[config.mk]
export PLATFORM = sky130hd
export DESIGN_NAME = three_band_peaking_eq_core
export DESIGN_NICKNAME = d
export VERILOG_FILES = /design/src/rtl/tbpeq_pkg.sv /design/src/rtl/tbpeq_ram.sv /design/src/rtl/three_band_peaking_eq_core.sv
export SDC_FILE = /design/constraint.sdc
export NUM_CORES = 2
export LEC_CHECK = 0
export ABC_AREA = 1
export BUFFER_PORTS_ARGS = -buffer_cell sky130_fd_sc_hd__clkbuf_2
export CORE_UTILIZATION = 25
export DETAILED_ROUTE_END_ITERATION = 10
export GPL_TIMING_DRIVEN = 0
export PLACE_DENSITY = 0.37
export REMOVE_ABC_BUFFERS = 1
export SLEW_MARGIN = 20
export SYNTH_ARGS = -nofsm -noshare
export SYNTH_HDL_FRONTEND = slang
export SYNTH_HIERARCHICAL = 1
export SYNTH_SLANG_ARGS = --single-unit
[constraint.sdc]
create_clock -name clk -period 9.45 [get_ports clk]
set_input_delay 1.4175 -clock clk [delete_from_list [all_inputs] [get_ports clk]]
set_output_delay 1.4175 -clock clk [all_outputs]
set_load 0.03 [all_outputs]
[src/rtl/tbpeq_pkg.sv]
`default_nettype none

package tbpeq_pkg;

  // PCM sample and inter-band data formats
  localparam int PCM_W     = 16;
  localparam int DATA_W    = 26;   // Q17.8
  localparam int DATA_FRAC = 8;

  // config register indexes: enable first, then ff/fb pairs per band
  localparam int REG_ENABLE    = 0;
  localparam int REG_BAND_BASE = 1;

  typedef enum logic [2:0] {
    ST_IDLE,
    ST_READ,
    ST_MAC,
    ST_DRAIN,
    ST_WRITE,
    ST_FINISH
  } st_t;

  // product terms of one section, in MAC order
  typedef enum logic [2:0] {
    TERM_B0,
    TERM_B1,
    TERM_B2,
    TERM_A1,
    TERM_A2
  } term_t;

  // one history word per band and channel
  typedef struct packed {
    logic signed [DATA_W-1:0] y2;
    logic signed [DATA_W-1:0] y1;
    logic signed [DATA_W-1:0] x2;
    logic signed [DATA_W-1:0] x1;
  } hist_t;

endpackage

`default_nettype wire

[src/rtl/tbpeq_ram.sv]
`default_nettype none

module tbpeq_ram #(
  parameter int WIDTH = 104,
  parameter int DEPTH = 6,
  localparam int AW = (DEPTH > 1) ? $clog2(DEPTH) : 1
) (
  input  logic             clk,
  input  logic             wr_en,
  input  logic [AW-1:0]    wr_addr,
  input  logic [WIDTH-1:0] wr_data,
  input  logic             rd_en,
  input  logic [AW-1:0]    rd_addr,
  output logic [WIDTH-1:0] rd_data
);

  logic [WIDTH-1:0] mem [DEPTH];

  always_ff @(posedge clk) begin
    if (wr_en) begin
      mem[wr_addr] <= wr_data;
    end
    if (rd_en) begin
      rd_data <= mem[rd_addr];
    end
  end

endmodule

`default_nettype wire

[src/rtl/three_band_peaking_eq_core.sv]
`default_nettype none

// Channel   Dir  Handshake                   Payload
// s_axis    in   s_axis_tvalid/s_axis_tready tdata: sample_in[15:0]; tuser: channel_in
// m_axis    out  m_axis_tvalid/m_axis_tready tdata: sample_out[15:0]; tuser: channel_out
// cfg       in   cfg_valid/cfg_ready         cfg_index, cfg_data (always ready)
//
// Filtered request: no new request is taken until this one has left FINISH. Each
// band runs a history read, five products through the one shared multiplier, a
// drain and a write-back; the single multiplier sets the rate. Bypass: IDLE to FINISH.
// Reset: coefficients go to unity gain, enable off, history valid bits
// clear (no RAM sweep; an unwritten entry reads as zero).
// Stalls: result sits in the output register; a new request is taken while
// it waits, and the next result holds in FINISH until the register frees.

module three_band_peaking_eq_core #(
  parameter int CHANNELS       = 2,
  parameter int BANDS          = 3,
  parameter int COEF_FRAC_BITS = 16,
  localparam int COEF_W    = 4 + COEF_FRAC_BITS,
  localparam int FF_W      = 3 * COEF_W,
  localparam int CFG_IDX_W = $clog2(2 * BANDS + 1)
) (
  input  logic                          clk,
  input  logic                          rst,
  // input samples
  input  logic                          s_axis_tvalid,
  output logic                          s_axis_tready,
  input  logic [tbpeq_pkg::PCM_W-1:0]   s_axis_tdata,   // [15:0] sample_in
  input  logic                          s_axis_tuser,   // [0] channel_in
  // equalized samples
  output logic                          m_axis_tvalid,
  input  logic                          m_axis_tready,
  output logic [tbpeq_pkg::PCM_W-1:0]   m_axis_tdata,   // [15:0] sample_out
  output logic                          m_axis_tuser,   // [0] channel_out
  // register writes
  input  logic                          cfg_valid,
  output logic                          cfg_ready,
  input  logic [CFG_IDX_W-1:0]          cfg_index,
  input  logic [FF_W-1:0]               cfg_data
);

  import tbpeq_pkg::*;

  localparam int FB_W   = 2 * COEF_W;
  localparam int SLOTS  = BANDS * CHANNELS;
  localparam int SLOT_W = (SLOTS > 1) ? $clog2(SLOTS) : 1;
  localparam int BAND_W = (BANDS > 1) ? $clog2(BANDS) : 1;
  localparam int PROD_W = DATA_W + COEF_W;
  localparam int ACC_W  = PROD_W + 3;   // five terms

  localparam logic [FF_W-1:0] FF_RESET = FF_W'(1) << (2 * COEF_W + COEF_FRAC_BITS);

  localparam logic signed [ACC_W-1:0] Y_MAX =
    ACC_W'((64'sd1 <<< (DATA_W - 1)) - 64'sd1);
  localparam logic signed [ACC_W-1:0] Y_MIN = -(ACC_W'(64'sd1 <<< (DATA_W - 1)));

  localparam logic signed [DATA_W-1:0] RND_BIAS = DATA_W'((1 << DATA_FRAC) - 1);
  localparam logic signed [DATA_W-1:0] PCM_MAX  = DATA_W'((1 << (PCM_W - 1)) - 1);
  localparam logic signed [DATA_W-1:0] PCM_MIN  = -(DATA_W'(1 << (PCM_W - 1)));

  // ---------------- configuration registers ----------------
  logic            eq_enable;
  logic [FF_W-1:0] ff [BANDS];
  logic [FB_W-1:0] fb [BANDS];

  assign cfg_ready = 1'b1;

  always_ff @(posedge clk) begin
    if (rst) begin
      eq_enable <= 1'b0;
      for (int b = 0; b < BANDS; b++) begin
        ff[b] <= FF_RESET;
        fb[b] <= '0;
      end
    end else if (cfg_valid) begin
      if (cfg_index == CFG_IDX_W'(REG_ENABLE)) begin
        eq_enable <= cfg_data[0];
      end
      for (int b = 0; b < BANDS; b++) begin
        if (cfg_index == CFG_IDX_W'(REG_BAND_BASE + 2 * b)) begin
          ff[b] <= cfg_data;
        end
        if (cfg_index == CFG_IDX_W'(REG_BAND_BASE + 2 * b + 1)) begin
          fb[b] <= cfg_data[FB_W-1:0];
        end
      end
    end
  end

  // ---------------- sequencer ----------------
  st_t   st, st_next;
  term_t term, term_next;
  logic  rd_en, wr_en, out_load;

  logic [BAND_W-1:0]        band;
  logic                     item_ch;
  logic                     use_ch;
  logic [SLOT_W-1:0]        slot;
  logic signed [DATA_W-1:0] x;        // section input, later the final output
  logic [SLOTS-1:0]         slot_valid;
  logic                     hist_ok;

  always_ff @(posedge clk) begin
    if (rst) begin
      st <= ST_IDLE;
    end else begin
      st <= st_next;
    end
  end

  always_comb begin
    st_next       = st;
    s_axis_tready = 1'b0;
    rd_en         = 1'b0;
    wr_en         = 1'b0;
    out_load      = 1'b0;
    unique case (st)
      ST_IDLE: begin
        s_axis_tready = 1'b1;
        if (s_axis_tvalid) begin
          st_next = eq_enable ? ST_READ : ST_FINISH;
        end
      end
      ST_READ: begin
        rd_en   = 1'b1;
        st_next = ST_MAC;
      end
      ST_MAC: begin
        if (term == TERM_A2) begin
          st_next = ST_DRAIN;
        end
      end
      ST_DRAIN: begin
        st_next = ST_WRITE;
      end
      ST_WRITE: begin
        wr_en   = 1'b1;
        st_next = (band == BAND_W'(BANDS - 1)) ? ST_FINISH : ST_READ;
      end
      ST_FINISH: begin
        if (!m_axis_tvalid || m_axis_tready) begin
          out_load = 1'b1;
          st_next  = ST_IDLE;
        end
      end
      default: st_next = ST_IDLE;
    endcase
  end

  always_comb begin
    unique case (term)
      TERM_B0: term_next = TERM_B1;
      TERM_B1: term_next = TERM_B2;
      TERM_B2: term_next = TERM_A1;
      TERM_A1: term_next = TERM_A2;
      TERM_A2: term_next = TERM_A2;
      default: term_next = TERM_B0;
    endcase
  end

  // channels past the configured count share the last one's history
  assign use_ch = (CHANNELS > 1) ? item_ch : 1'b0;
  assign slot   = SLOT_W'(int'(band) * CHANNELS + int'(use_ch));

  // ---------------- history memory ----------------
  hist_t ram_rd, hist, hist_wr;

  tbpeq_ram #(
    .WIDTH ($bits(hist_t)),
    .DEPTH (SLOTS)
  ) u_hist (
    .clk     (clk),
    .wr_en   (wr_en),
    .wr_addr (slot),
    .wr_data (hist_wr),
    .rd_en   (rd_en),
    .rd_addr (slot),
    .rd_data (ram_rd)
  );

  // entries never written read as zero
  assign hist = hist_ok ? ram_rd : '0;

  always_ff @(posedge clk) begin
    if (rst) begin
      slot_valid <= '0;
    end else if (wr_en) begin
      slot_valid[slot] <= 1'b1;
    end
  end

  // ---------------- shared MAC ----------------
  logic signed [DATA_W-1:0] op_d;
  logic signed [COEF_W-1:0] op_c;
  logic signed [PROD_W-1:0] prod;
  logic                     prod_sub;
  logic                     prod_vld;
  logic signed [ACC_W-1:0]  acc;
  logic signed [ACC_W-1:0]  acc_sh;
  logic signed [DATA_W-1:0] y_sat;

  always_comb begin
    case (term)
      TERM_B0: begin
        op_d = x;
        op_c = $signed(ff[band][2*COEF_W +: COEF_W]);
      end
      TERM_B1: begin
        op_d = hist.x1;
        op_c = $signed(ff[band][COEF_W +: COEF_W]);
      end
      TERM_B2: begin
        op_d = hist.x2;
        op_c = $signed(ff[band][0 +: COEF_W]);
      end
      TERM_A1: begin
        op_d = hist.y1;
        op_c = $signed(fb[band][COEF_W +: COEF_W]);
      end
      TERM_A2: begin
        op_d = hist.y2;
        op_c = $signed(fb[band][0 +: COEF_W]);
      end
      default: begin
        op_d = '0;
        op_c = '0;
      end
    endcase
  end

  // floor shift, then clamp to Q17.8
  assign acc_sh = acc >>> COEF_FRAC_BITS;
  always_comb begin
    if (acc_sh > Y_MAX) begin
      y_sat = Y_MAX[DATA_W-1:0];
    end else if (acc_sh < Y_MIN) begin
      y_sat = Y_MIN[DATA_W-1:0];
    end else begin
      y_sat = acc_sh[DATA_W-1:0];
    end
  end

  always_comb begin
    hist_wr.x1 = x;
    hist_wr.x2 = hist.x1;
    hist_wr.y1 = y_sat;
    hist_wr.y2 = hist.y1;
  end

  always_ff @(posedge clk) begin
    if (rst) begin
      prod_vld <= 1'b0;
    end else begin
      prod_vld <= (st == ST_MAC);
    end
  end

  always_ff @(posedge clk) begin
    if (st == ST_IDLE && s_axis_tvalid) begin
      x       <= {{(DATA_W - PCM_W - DATA_FRAC){s_axis_tdata[PCM_W-1]}},
                  s_axis_tdata, {DATA_FRAC{1'b0}}};
      item_ch <= s_axis_tuser;
      band    <= '0;
    end
    if (st == ST_READ) begin
      hist_ok <= slot_valid[slot];
      term    <= TERM_B0;
    end
    if (st == ST_MAC) begin
      prod     <= op_d * op_c;
      prod_sub <= (term == TERM_A1) || (term == TERM_A2);
      term     <= term_next;
    end
    if (st == ST_READ) begin
      acc <= '0;
    end else if (prod_vld) begin
      acc <= prod_sub ? acc - ACC_W'(prod) : acc + ACC_W'(prod);
    end
    if (st == ST_WRITE) begin
      x    <= y_sat;
      band <= band + BAND_W'(1);
    end
  end

  // ---------------- output register ----------------
  // Q17.8 to PCM: truncate toward zero, clamp to 16 bits
  logic signed [DATA_W-1:0] x_rnd;
  logic signed [DATA_W-1:0] x_int;
  logic [PCM_W-1:0]         pcm;

  assign x_rnd = x[DATA_W-1] ? x + RND_BIAS : x;
  assign x_int = x_rnd >>> DATA_FRAC;
  always_comb begin
    if (x_int > PCM_MAX) begin
      pcm = PCM_MAX[PCM_W-1:0];
    end else if (x_int < PCM_MIN) begin
      pcm = PCM_MIN[PCM_W-1:0];
    end else begin
      pcm = x_int[PCM_W-1:0];
    end
  end

  always_ff @(posedge clk) begin
    if (rst) begin
      m_axis_tvalid <= 1'b0;
    end else if (out_load) begin
      m_axis_tvalid <= 1'b1;
    end else if (m_axis_tready) begin
      m_axis_tvalid <= 1'b0;
    end
  end

  always_ff @(posedge clk) begin
    if (out_load) begin
      m_axis_tdata <= pcm;
      m_axis_tuser <= item_ch;
    end
  end

endmodule

`default_nettype wire
==> run summary <==
share of cells above drive strength 1 -> 9.13%
GRT overflow -> 0
max_cap viols -> 0
Critical path origin -> term[1]$_SDFFCE_PN0P_
Max-slew headroom -> 22.7%
syn_area_per_cell -> 9.96 um^2
antenna violation net count after detailed routing -> 0
Max clock buf depth -> 4
vias in the first global route -> 52,400
Synth Instances -> 7,256
core footprint -> 288,000 um^2
Final nets -> 8,181
Yosys top cell area share -> 46.7%
Initial Utilization -> 25.1%
Post-synth EDFFs -> 1,125
Synth Area in Compound Gates -> 5.08%
path depth of the worst reg2reg path -> 27
required time of the critical path -> 10.00 ns
register area share after synthesis -> 48.5%
CP max FO -> 34
DRT Pass-1 Iters -> 5
critical path capture point type -> flop
FILL cells -> 30,100
GRT Overall Usage -> 16.3%
DR vias -> 50,200
Die Y -> 540 um
synthesized flop and latch total -> 1,188
f_max -> 110 MHz
DP Cell Count -> 11,000
fin crit share -> 96.4%
Post-Synth XOR/XNOR Area -> 1.45%
cell taking the most area after synthesis -> edfxtp_1
Port Buffer Count -> 103
largest net degree at the start of global routing -> 168
Reg clk slew, reported paths -> 0.06 ns
ys flop type -> edfxtp_1
DRC Markers -> 0
worst clock skew -> 0.0842 ns
arrival time of the worst setup path -> 9.66 ns
Worst-Margin Slew -> 1.16 ns
Fin. Hold Viols -> 0
Root Driver -> clkbuf_16
area grow syn2layout -> 16.4%
Synth Area in Simple Gates -> 16.4%
worst hold path type -> reg2reg
CP Capture Point -> prod[37]$_DFFE_PP_
vias per cell -> 4.45
Die ar. -> 291,000 um^2
first-pass GRT wire length -> 353,000 um
Synth area leaders -> edfxtp_1 (47%), fa_1 (15%), nand2_1 (7.7%)
Syn Std Cell Area -> 72,300 um^2
# hold bufs at CTS -> 0
H-tree lvl count -> 4
Post-Layout Cell Count -> 11,300
status -> finished, final reports clean
Finish-stage setup viols -> 0
ys async rst share -> 0%
max-slew violation count -> 0
CTS sink cnt -> 1,188
placer congestion estimate -> 0.865
routed len/inst -> 21.1 um
Distinct cells, synth -> 55
Final min period -> 9.11 ns
Crit Path Class -> reg2reg
top-count cell post-synth -> nand2_1
clock latency on the worst-skew pair -> 0.85 ns
Cell Rows -> 197
DR iter-0 viols -> 2,906
reg-to-reg startpoint -> term[1]$_SDFFCE_PN0P_
multiplexer area fraction after synthesis -> 2.67%
YS warnings -> 6
FF-to-FF End -> prod[37]$_DFFE_PP_
critical path startpoint category -> flop
DPL Wire Length -> 174,000 um
total CTS buffers -> 153
largest family of logic cells by synthesized area -> adder cells
Hold Path Origin -> slot_valid[1]$_SDFFE_PP0P_
Finished Core Util -> 29.2%
num ports -> 105
commonest cells in the netlist -> nand2_1 (1,474), inv_1 (1,153), edfxtp_1 (1,125), nor2_1 (876), fa_1 (530)
CTS tree -> yes
initial antenna violation count -> 7
Horiz. Die Dim -> 540 um
drt total wl -> 238,000 um
Adder-Cell Fraction of Synth Area -> 17.6%
worst reg-to-reg setup slack -> 0.34 ns
## cells in the final DEF, fill, tap and decap left out, types with 9 or more instances in the layout
master / n
buf_16: 50
buf_6: 14
nor3_1: 40
xnor2_1: 43
o22ai_1: 61
a31oi_1: 21
nor2_1: 868
buf_4: 32
clkinv_2: 20
o21ai_0: 270
o21a_1: 11
clkinv_1: 34
xor2_1: 77
dfxtp_1: 60
buf_12: 35
nor2_4: 10
clkbuf_16: 156
edfxtp_1: 1125
inv_2: 27
o21bai_1: 49
nand2_2: 20
mux2i_1: 80
fa_1: 528
clkbuf_2: 103
nand4_1: 29
and2_1: 9
nand2_1: 1450
nand3_1: 449
buf_8: 43
a21oi_1: 187
inv_1: 1149
clkbuf_1: 37
mux2_2: 95
o21ai_1: 18
bufinv_16: 9
ha_1: 170
## registers in the layout, indices dropped and copies added, names as in the netlist, named ones only
| signal | cells |
|---|---|
| prod_vld | 1 |
| prod_sub | 1 |
| m_axis_tdata | 16 |
| u_hist/mem | 624 |
| st | 3 |
| hist_ok | 1 |
| x | 26 |
| prod | 46 |
| slot_valid | 6 |
| acc | 49 |
| item_ch | 1 |
| fb | 120 |
| ff | 180 |
| term | 3 |
| band | 2 |
| m_axis_tvalid | 1 |
| eq_enable | 1 |
| m_axis_tuser | 1 |
| u_hist/rd_data | 104 |
## cells by family (layout without fill, tap and decap cells)
family	after synthesis	after routing
and+or+nand+nor	2922	2923
DFF	1188	1188
xor gates and xnor gates	120	120
other	1	4
buffers and inverters	1489	1734
adders and majority gates	700	700
AOI/OAI and AO/OA	656	656
muxes	180	180
## stage by stage
step / hold slack (ns) / TNS, ns / cell area (um^2) / worst slack [ns]
finish: 0.453 / 0 / 84100 / 0.343
global placement: 0.437 / -9971.52 / 76000 / -17.14
floorplan: 0.421 / -524.63 / 70700 / -2.36
global route: 0.466 / -0.00241 / 84100 / -0.00241
detailed placement: 0.443 / -9.41 / 79200 / -0.827
CTS: 0.451 / 0 / 84100 / 0.0138
## critical path, cell delays in order, from the launching register on
cell and delay (ns):
edfxtp_1 0.64, nor3_4 0.07, buf_8 0.17, inv_4 0.52, o22ai_1 0.14, a21oi_1 0.14, and2_2 0.62, clkinv_1 0.59
nand2_1 0.25, fa_1 0.42, inv_1 0.09, fa_1 0.44, fa_1 0.60, fa_1 0.44, fa_1 0.46, fa_1 0.64
inv_1 0.10, fa_1 0.50, inv_1 0.05, ha_1 0.43, nand2_1 0.12, nor2_1 0.13, inv_1 0.10, nor4_1 0.49
nand2_1 0.09, nand2_1 0.13, a21oi_1 0.09, xnor2_1 0.33
## repair_timing
action | 4_1_cts | 5_1_grt
resized for setup | 14 | 17
setup buffers | 15 | 1
pin swaps | 4 | 1
gates cloned | 1 | 0
endpoints found under the setup margin | 28 | 18
## how the worst min path moves through the flow
stage	endpoint	slack, ns	cells after the start
after floorplan	slot_valid[1]$_SDFFE_PP0P_	0.42	2
after global placement	slot_valid[1]$_SDFFE_PP0P_	0.44	2
after detailed placement	slot_valid[1]$_SDFFE_PP0P_	0.44	2
after CTS	slot_valid[1]$_SDFFE_PP0P_	0.45	2
after global routing	slot_valid[1]$_SDFFE_PP0P_	0.47	2
final	slot_valid[1]$_SDFFE_PP0P_	0.45	2
## layout make-up
type	count	area [um^2]	share of cell area [%]
Sequential cell	1188	35100	41.7
Multi-Input combinational cell	4580	31500	37.5
Tap cell	3781	4730	5.62
Inverter	1196	4550	5.41
Clock buffer	193	4040	4.81
Timing Repair Buffer	277	3640	4.32
Clock inverter	68	591	0.702
Antenna cell	3	7.51	0.00892
## metal layers
metal / GRT usage (%) / share of wire (%)
met5: 0 / 0
met2: 28.1 / 49
met4: 4.59 / 2.8
met3: 1.93 / 3.6
met1: 21.4 / 45
Power is left out: the tool's default activity adds up to more than one toggle a clock period on the data nets, which glitch-free logic cannot reach.
